**src/vlpd_pkg.sv**
```systemverilog
// Types and constants shared by the varint length-prefix deframer.
`default_nettype none
package vlpd_pkg;

    localparam int unsigned DataW   = 8;
    localparam int unsigned SpanW   = 64;
    localparam int unsigned ShiftW  = 7;
    localparam int unsigned GroupW  = 7;
    localparam int unsigned ShiftLim = 64;

    localparam logic [DataW-1:0] GroupMask = 8'h7F;
    localparam logic [DataW-1:0] ContMask  = 8'h80;

    typedef enum logic [1:0] {
        PH_LENGTH  = 2'd0,
        PH_PAYLOAD = 2'd1,
        PH_DONE    = 2'd2,
        PH_INVALID = 2'd3
    } t_phase;

    typedef enum logic [1:0] {
        ST_INCOMPLETE = 2'd0,
        ST_COMPLETE   = 2'd1,
        ST_INVALID    = 2'd2
    } t_status;

endpackage
`default_nettype wire

```
**src/varint_length_prefix_deframer.sv**
```systemverilog
// Top level: LEB128 length-prefixed two-message deframer, one byte per beat.
//
//  channel | dir | tdata             | tuser
//  s       | in  | [7:0] data_byte   | [0] start_req
//  m       | out | [63:0] span       | [1:0] status
//
// One beat in, one beat out. An input beat is latched in an input register,
// then parsed combinationally into the result register; one beat per cycle
// sustained. Each stage holds while the result
// register is full and not taken. Synchronous active-low reset restarts
// parsing at the first length byte of message zero.
`default_nettype none
module varint_length_prefix_deframer (
    input  wire logic        i_clk,
    input  wire logic        i_rst_n,
    input  wire logic        i_s_tvalid,
    output logic             o_s_tready,
    input  wire logic [7:0]  i_s_tdata,   // [7:0] data_byte
    input  wire logic        i_s_tuser,   // [0] start_req
    output logic             o_m_tvalid,
    input  wire logic        i_m_tready,
    output logic [63:0]      o_m_tdata,   // [63:0] span
    output logic [1:0]       o_m_tuser    // [1:0] status
);

    logic                            r_in_valid;
    logic [vlpd_pkg::DataW-1:0]      r_in_byte;
    logic                            r_in_start;

    logic                            r_out_valid;
    logic [vlpd_pkg::SpanW-1:0]      r_out_span;
    vlpd_pkg::t_status               r_out_status;

    vlpd_pkg::t_phase                r_phase,    n_phase;
    logic                            r_msg_idx,  n_msg_idx;
    logic [vlpd_pkg::SpanW-1:0]      r_length,   n_length;
    logic [vlpd_pkg::ShiftW-1:0]     r_shift,    n_shift;
    logic [vlpd_pkg::SpanW-1:0]      r_left,     n_left;
    logic [vlpd_pkg::SpanW-1:0]      r_consumed, n_consumed;
    logic [vlpd_pkg::SpanW-1:0]      n_span;
    vlpd_pkg::t_status               n_status;

    logic out_free;
    logic advance;

    assign out_free   = !r_out_valid || i_m_tready;
    assign advance    = r_in_valid && out_free;
    assign o_s_tready = !r_in_valid || out_free;

    assign o_m_tvalid = r_out_valid;
    assign o_m_tdata  = r_out_span;
    assign o_m_tuser  = r_out_status;

    always_comb begin
        vlpd_pkg::t_phase            ph;
        logic                        mi;
        logic [vlpd_pkg::SpanW-1:0]  len;
        logic [vlpd_pkg::ShiftW-1:0] sh;
        logic [vlpd_pkg::SpanW-1:0]  left;
        logic [vlpd_pkg::SpanW-1:0]  cons;
        logic [vlpd_pkg::SpanW-1:0]  grp;
        logic                        msg_end;

        ph   = r_phase;
        mi   = r_msg_idx;
        len  = r_length;
        sh   = r_shift;
        left = r_left;
        cons = r_consumed;
        msg_end = 1'b0;
        grp  = {{(vlpd_pkg::SpanW-vlpd_pkg::GroupW){1'b0}},
                r_in_byte[vlpd_pkg::GroupW-1:0]} << sh[5:0];

        if (r_in_start) begin
            ph   = vlpd_pkg::PH_LENGTH;
            mi   = 1'b0;
            len  = '0;
            sh   = '0;
            left = '0;
            cons = '0;
            grp  = {{(vlpd_pkg::SpanW-vlpd_pkg::GroupW){1'b0}},
                    r_in_byte[vlpd_pkg::GroupW-1:0]};
        end

        case (ph)
            vlpd_pkg::PH_LENGTH: begin
                cons = cons + 64'd1;
                len  = len | grp;
                if ((r_in_byte & vlpd_pkg::ContMask) == '0) begin
                    if (len == '0) begin
                        msg_end = 1'b1;
                    end else begin
                        left = len;
                        ph   = vlpd_pkg::PH_PAYLOAD;
                    end
                end else begin
                    sh = sh + 7'(vlpd_pkg::GroupW);
                    if (sh >= 7'(vlpd_pkg::ShiftLim)) begin
                        ph = vlpd_pkg::PH_INVALID;
                    end
                end
            end
            vlpd_pkg::PH_PAYLOAD: begin
                cons = cons + 64'd1;
                if (left != '0) begin
                    left = left - 64'd1;
                end
                if (left == '0) begin
                    msg_end = 1'b1;
                end
            end
            default: begin
            end
        endcase

        if (msg_end) begin
            if (!mi) begin
                mi   = 1'b1;
                ph   = vlpd_pkg::PH_LENGTH;
                len  = '0;
                sh   = '0;
                left = '0;
            end else begin
                ph = vlpd_pkg::PH_DONE;
            end
        end

        n_phase    = ph;
        n_msg_idx  = mi;
        n_length   = len;
        n_shift    = sh;
        n_left     = left;
        n_consumed = cons;

        case (ph)
            vlpd_pkg::PH_DONE: begin
                n_status = vlpd_pkg::ST_COMPLETE;
                n_span   = cons;
            end
            vlpd_pkg::PH_INVALID: begin
                n_status = vlpd_pkg::ST_INVALID;
                n_span   = '0;
            end
            default: begin
                n_status = vlpd_pkg::ST_INCOMPLETE;
                n_span   = '0;
            end
        endcase
    end

    always_ff @(posedge i_clk) begin
        if (!i_rst_n) begin
            r_in_valid  <= 1'b0;
            r_out_valid <= 1'b0;
            r_phase     <= vlpd_pkg::PH_LENGTH;
            r_msg_idx   <= 1'b0;
            r_length    <= '0;
            r_shift     <= '0;
            r_left      <= '0;
            r_consumed  <= '0;
        end else begin
            if (o_s_tready) begin
                r_in_valid <= i_s_tvalid;
            end
            if (out_free) begin
                r_out_valid <= r_in_valid;
            end
            if (advance) begin
                r_phase    <= n_phase;
                r_msg_idx  <= n_msg_idx;
                r_length   <= n_length;
                r_shift    <= n_shift;
                r_left     <= n_left;
                r_consumed <= n_consumed;
            end
        end
    end

    always_ff @(posedge i_clk) begin
        if (o_s_tready && i_s_tvalid) begin
            r_in_byte  <= i_s_tdata;
            r_in_start <= i_s_tuser;
        end
        if (advance) begin
            r_out_span   <= n_span;
            r_out_status <= n_status;
        end
    end

endmodule
`default_nettype wire

```
**config.mk**
```make
export PLATFORM = sky130hd
export DESIGN_NAME = varint_length_prefix_deframer
export DESIGN_NICKNAME = d
export VERILOG_FILES = /design/src/vlpd_pkg.sv /design/src/varint_length_prefix_deframer.sv
export SDC_FILE = /design/constraint.sdc
export NUM_CORES = 1
export LEC_CHECK = 0
export ABC_AREA = 0
export BUFFER_PORTS_ARGS = -buffer_cell sky130_fd_sc_hd__buf_2
export CAP_MARGIN = 5
export CORE_MARGIN = 4
export CORE_UTILIZATION = 30
export CTS_CLUSTER_DIAMETER = 50
export DETAILED_ROUTE_END_ITERATION = 16
export GPL_TIMING_DRIVEN = 0
export HOLD_SLACK_MARGIN = 0.08
export PLACE_DENSITY = 0.49
export SYNTH_ARGS = -nofsm -noshare
export SYNTH_HDL_FRONTEND = slang
export SYNTH_SLANG_ARGS = --single-unit
```
**constraint.sdc**
```tcl
create_clock -name i_clk -period 7.94 [get_ports i_clk]
set_input_delay 1.191 -clock i_clk [delete_from_list [all_inputs] [get_ports i_clk]]
set_output_delay 1.191 -clock i_clk [all_outputs]
set_load 0.01 [all_outputs]
```
* Word-level counts from Yosys, hierarchy flattened
Index checks and enable logic that the tools add are counted.
Operators by class: bitwise operators 1, shifts and indexed selects 1, mux-type cells 34, $lt $le $gt $ge 1, add/sub/neg operators 3, reduce and logical (&&, ||, !) cells 12, eq/ne operators 3
Operators by type and width (number):
- $mux W64 | 14
- $logic_not A64 Y1 | 2
- $pmux W64 S2 | 1
- $add A64 B1 Y64 const B | 1
- $or A64 B64 Y64 | 1
- $reduce_bool A64 Y1 | 1
- $shl A7 B6 Y64 | 1
- $sub A64 B1 Y64 const B | 1
- $mux W7 | 5
- $mux W2 | 7
- $logic_not A8 Y1 | 1
- $add A7 B3 Y7 const B | 1
- $ge A7 B7 Y1 const B | 1
- $mux W1 | 5
- $eq A2 B2 Y1 const B | 2
- $pmux W2 S2 | 1
- $eq A2 B1 Y1 const B | 1
- $logic_and A1 B1 Y1 | 2
- $logic_not A1 Y1 | 2
- $logic_not A2 Y1 | 1
- $logic_or A1 B1 Y1 | 2
- $pmux W1 S2 | 1
- $reduce_or A2 Y1 | 1
Storage, ports and cells: register bits after elaboration 279, bits of input ports 13, word-level logic and storage cells 67, output and inout bits 68

* Logic depth before layout (Yosys ltp)
depth after elaboration 10, gate-level depth with buffers 26, mapped depth without buffers 14

* Worst setup path after synthesis
OpenSTA, ideal clock, no wires.
path type register to register, start reg r_in_start, end reg r_consumed[58] (netlist bit), library setup time 0.070 ns, clock period less this slack 5.412 ns, path slack 2.528 ns, cell stages (with the launch flop) 27, buffers on the path 12, arrival 5.342 ns, path through edfxtp_1 clkbuf_1 buf_2 buf_2 buf_1 buf_1 buf_2 buf_1 buf_1 clkbuf_1 clkbuf_1 buf_1 nor2b_1 ha_1 nand2b_1 nor4_1 and3_1 clkbuf_1 nand2b_1 nor3_1 and3_1 and2b_1 nor2b_1 nand3_1 xor2_1 or3_1 a21oi_1
On the way: cells in the longest elaborated chain, start to end 4, elaborated cells between the ends (all ways) 7, classes of those cells add/sub: 1; eq/ne: 1; mux: 3; reduce/logical: 2
Ends and longest elaborated chain:
- from (decl) | line varint_length_prefix_deframer.sv:28 | logic r_in_start;
- from (signal assigned) | line varint_length_prefix_deframer.sv:182 | r_in_start <= i_s_tuser;
- branches (longest 3 deep; another with $add A64 B1 Y64)
- $mux W64 *
- to (signal assigned) | line varint_length_prefix_deframer.sv:174 | r_consumed <= n_consumed;
- to (decl) | line varint_length_prefix_deframer.sv:39 | logic [vlpd_pkg::SpanW-1:0] r_consumed, n_consumed;
Every way passes the cells marked *. A chain may end at the register's enable or synchronous reset.

* Worst setup path after layout
start reg r_in_start, end reg r_left[12] (netlist bit)
On the way: cells in the longest elaborated chain, start to end 8, elaborated cells between the ends (all ways) 23, classes of those cells add/sub: 1; eq/ne: 1; mux: 16; bitwise: 1; reduce/logical: 4
Ends and longest elaborated chain:
- $mux W64 | line varint_length_prefix_deframer.sv:74 | if (r_in_start) begin
- $sub A64 B1 Y64, or another cell as far along | line varint_length_prefix_deframer.sv:106 | left = left - 64'd1;
- $mux W64 or $logic_not A64 Y1 (tied branches) | line varint_length_prefix_deframer.sv:105, varint_length_prefix_deframer.sv:90
- $mux W64, on equally long branches | line varint_length_prefix_deframer.sv:85, varint_length_prefix_deframer.sv:90
- $logic_not A64 Y1 or $mux W64 (tied branches) | line varint_length_prefix_deframer.sv:108, varint_length_prefix_deframer.sv:89
- $mux W1 or $pmux W64 S2 (tied branches) | line varint_length_prefix_deframer.sv:108, varint_length_prefix_deframer.sv:85
- $pmux W1 S2 or $mux W64 (tied branches) | line varint_length_prefix_deframer.sv:85, varint_length_prefix_deframer.sv:117
- $mux W64 * | line varint_length_prefix_deframer.sv:116 | if (msg_end) begin
- to (signal assigned) | line varint_length_prefix_deframer.sv:173 | r_left <= n_left;
- to (decl) | line varint_length_prefix_deframer.sv:38 | logic [vlpd_pkg::SpanW-1:0] r_left, n_left;
Mark *: on every way between the ends. The rest lies on a longest branch, timed or not. The select of a mux whose other input is x is not followed.

==> flow_metrics.env <==
export IMPL_floorplan_initialDensity=0.305
export IMPL_drt_pass1_iterations=7
export IMPL_worst_slew_pin_slew_ns=1.39
export IMPL_period_share=1.01
export IMPL_relSlewSlack=0.0650
export IMPL_skew_ns=0.0270
export IMPL_fin_setup_tns_ns=-0.532
export IMPL_p_clk_frac=0.443
export IMPL_layout_drive_gt1_share=0.112
export IMPL_synth_cell_types=101
export IMPL_power_switching_mw=1.56
export IMPL_synth_compound_area_frac=0.274
export IMPL_syn_to_final_growth_pct=16.5
export IMPL_boundaryPins=81
export IMPL_swShare=0.346
export IMPL_internal_power_mw=2.95
export IMPL_clkLatencyLatePin_ns=0.59
export IMPL_drc=0
export IMPL_die_w_um=257
export IMPL_path_buf_inv=12
export IMPL_final_hold_violation_count=0
export IMPL_ys_seq_area_frac=0.341
export IMPL_syn_area_per_cell_um2=7.72
export IMPL_synth_top_family_by_area="compound AO/OA/AOI/OAI gates"
export IMPL_run_status="finished with violations"
export IMPL_clk_pin_slew_ns=0.06
export IMPL_yosys_area_share_adder=0.00202
export IMPL_fin_nets=2551
export IMPL_drtIter0Drc=3016
export IMPL_final_common_cell="nor2_1"
export IMPL_crit_fanout=10
export IMPL_ys_ff_latch=279
export IMPL_final_cell_mix="nor2_1, nand2_1, dfxtp_1, o21ai_0, a21oi_1"
export IMPL_synth_nets=2421
export IMPL_maxSlewViolCount=0
export IMPL_cts_sinks=279
export IMPL_vdd_ir_drop_max_v=0.000128
export IMPL_crit_arrival_ns=8.55
export IMPL_gp_congestion=1.05
export IMPL_violations="setup timing"
export IMPL_synthMuxAreaShare=0.0234
export IMPL_power_density_nw_per_um2=208
export IMPL_required_ns=8.47
export IMPL_place_hpwl_mm=81.2
export IMPL_postCtsHoldBufs=0
export IMPL_synthFlopType="dfxtp_1"
export IMPL_yosys_warnings=0
export IMPL_die_h_um=257
export IMPL_overflow=0
export IMPL_cap_violations=0
export IMPL_core_area_um2=60800
export IMPL_cts_tree="done"
export IMPL_max_freq_ghz=0.125
export IMPL_grt_pass1_wl_mm=153
export IMPL_cp_common_cell="buf_4"
export IMPL_avgViaCountPerCell=6.53
export IMPL_layoutNonFillerInstCount=3356
export IMPL_criticalPathCategory="flop to flop"
export IMPL_track_usage=0.315
export IMPL_critPathTopFamily="buffers and inverters"
export IMPL_syn_instance_count=2405
export IMPL_portBuffers=80
export IMPL_setup_ws_ns=-0.0800
export IMPL_endpoint_kind="flop"
export IMPL_vias=21900
export IMPL_path_cells="buf_12 > inv_1 > clkbuf_2 > buf_4 > buf_4 > buf_4 > clkbuf_4 > clkbuf_2 > clkbuf_4 > nand2_1 > ha_1 > and2_1 > buf_2 > a31oi_1 > o21ai_0 > a21oi_1 > nor4_1 > o2111ai_1 > o31ai_2 > buf_4 > a2111oi_2 > buf_2 > a32o_1"
export IMPL_crit_path_max_incr_delay_ns=0.68
export IMPL_fin_crit_ns=8.02
export IMPL_cts_buffers=44
export IMPL_cpMaxStageDelayCell="a31oi_1"
export IMPL_hold_path_class="flop to flop"
export IMPL_place_inst=3271
export IMPL_preCtsSetupSlack_ns=-2.96
export IMPL_avgRoutedWirePerCell_um=32.5
export IMPL_startpoint_type="flop"
export IMPL_synth_edff_count=75
export IMPL_grt_max_degree=67
export IMPL_synthSimpleGateAreaFrac=0.260
export IMPL_finalSetupViolCount=15
export IMPL_netlist_area_um2=18600
export IMPL_die_area_um2=66000
export IMPL_grt_pass1_vias=20500
export IMPL_synth_xor_xnor_area_share=0.0443
export IMPL_wirelength_mm=109
export IMPL_root_buffer="clkbuf_16"
export IMPL_final_util=0.356
export IMPL_row_count=90
export IMPL_power_frac_seq=0.343
export IMPL_ant_nets=0
export IMPL_rsz0062_at_grt="false"
export IMPL_power_share_combinational=0.214
export IMPL_antenna_found_initial=2
export IMPL_cts_buffer_depth=3
export IMPL_async_flop_share=0
export IMPL_htree_num_levels=2
export IMPL_report_power_total_mw=4.50
export IMPL_leakagePower_nw=6.93
[flip-flops by register name, indices dropped and copies added, names as in the netlist, 2 cells and up]
name / count
o_m_tdata: 64
r_in_byte: 8
r_phase: 2
r_consumed: 64
r_left: 64
o_m_tuser: 2
r_shift: 7
r_length: 64
[synth_stat cells, drive strengths merged (9+ instances only)]
library cell,count,share of area
nand3,87,0.023
a211oi,13,0.0058
mux2,10,0.0061
nor2b,45,0.015
o211ai,27,0.011
dfxtp,204,0.22
and4,12,0.0057
o21a,9,0.0036
mux2i,30,0.016
or4,14,0.0061
o22ai,25,0.0084
nor4,69,0.027
nand2,232,0.047
or3,27,0.0096
nor2,291,0.059
nor3,84,0.024
xor2,28,0.013
buf,66,0.021
a31oi,51,0.017
nand2b,12,0.0040
inv,35,0.0071
a21oi,177,0.048
clkbuf,132,0.027
o21ai,210,0.057
a221oi,9,0.0042
o2bb2ai,26,0.012
o221ai,17,0.0080
o31ai,13,0.0060
nor3b,16,0.0065
a22o,32,0.015
and2,12,0.0040
and3,21,0.0071
xnor2,66,0.031
o32ai,11,0.0052
a22oi,49,0.020
edfxtp,75,0.12
nand4,25,0.0088
[metrics by stage]
step	cell area, µm²	hold slack, ns
detailed placement	20000	0.441
finish	21600	0.462
CTS	21600	0.460
global route	21600	0.491
floorplan	18600	0.425
global placement	20000	0.447
[layer usage]
layer,GRT usage,up-vias,share of wire
met5,0,-,0.00011
met4,0.192,2,0.074
met3,0.0830,405,0.12
met2,0.475,1651,0.42
met1,0.401,10600,0.39
li1,-,9259,-
[layout make-up]
class                   instances  area [µm²]
diodes                          3        7.51
plain buffers                 195         911
clock buffers                  54        1190
clock inverters                28         298
fillers                      6492       39200
inverters                      39         146
multi-input cells            1889       11300
flip-flops and latches        279        6340
well taps                     782         978
repair buffers                 87         490
[kinds of logic after synthesis]
kind of cell,count (synthesis)
XOR/XNOR,94
AND/OR/NAND/NOR,977
adder cells (fa/ha/maj),3
buffers and inverters,237
AO/OA/AOI/OAI,774
multiplexers,41
flip-flops,279
[final timing paths]
check / from / endpoint / slack (ns) / cells past startpoint
min reg2reg: r_length[44] / r_length[44] / 0.46 / 1
max: r_in_start / r_left[12] / -0.08 / 23
min: r_length[44] / r_length[44] / 0.46 / 1
max reg2reg: r_in_start / r_left[12] / -0.08 / 23
[power by group through the flow]
stage | clock, mW | sequential (mW) | combinational (mW)
6_report | 2.00 | 1.54 | 0.964
2_1_floorplan | 0 | 1.56 | 0.527
4_1_cts | 2.01 | 1.54 | 0.917
5_1_grt | 2.07 | 1.54 | 0.990
3_5_place_dp | 0 | 1.57 | 0.907
3_3_place_gp | 0 | 1.57 | 0.910
[timing repair]
action / in CTS / in global routing
endpoints found under the hold margin: 0 / 0
buffers inserted: 3 / 0
endpoints found under the setup margin: 249 / 170
gates resized for setup: 31 / 8
(Power assumes the default switching activity.)
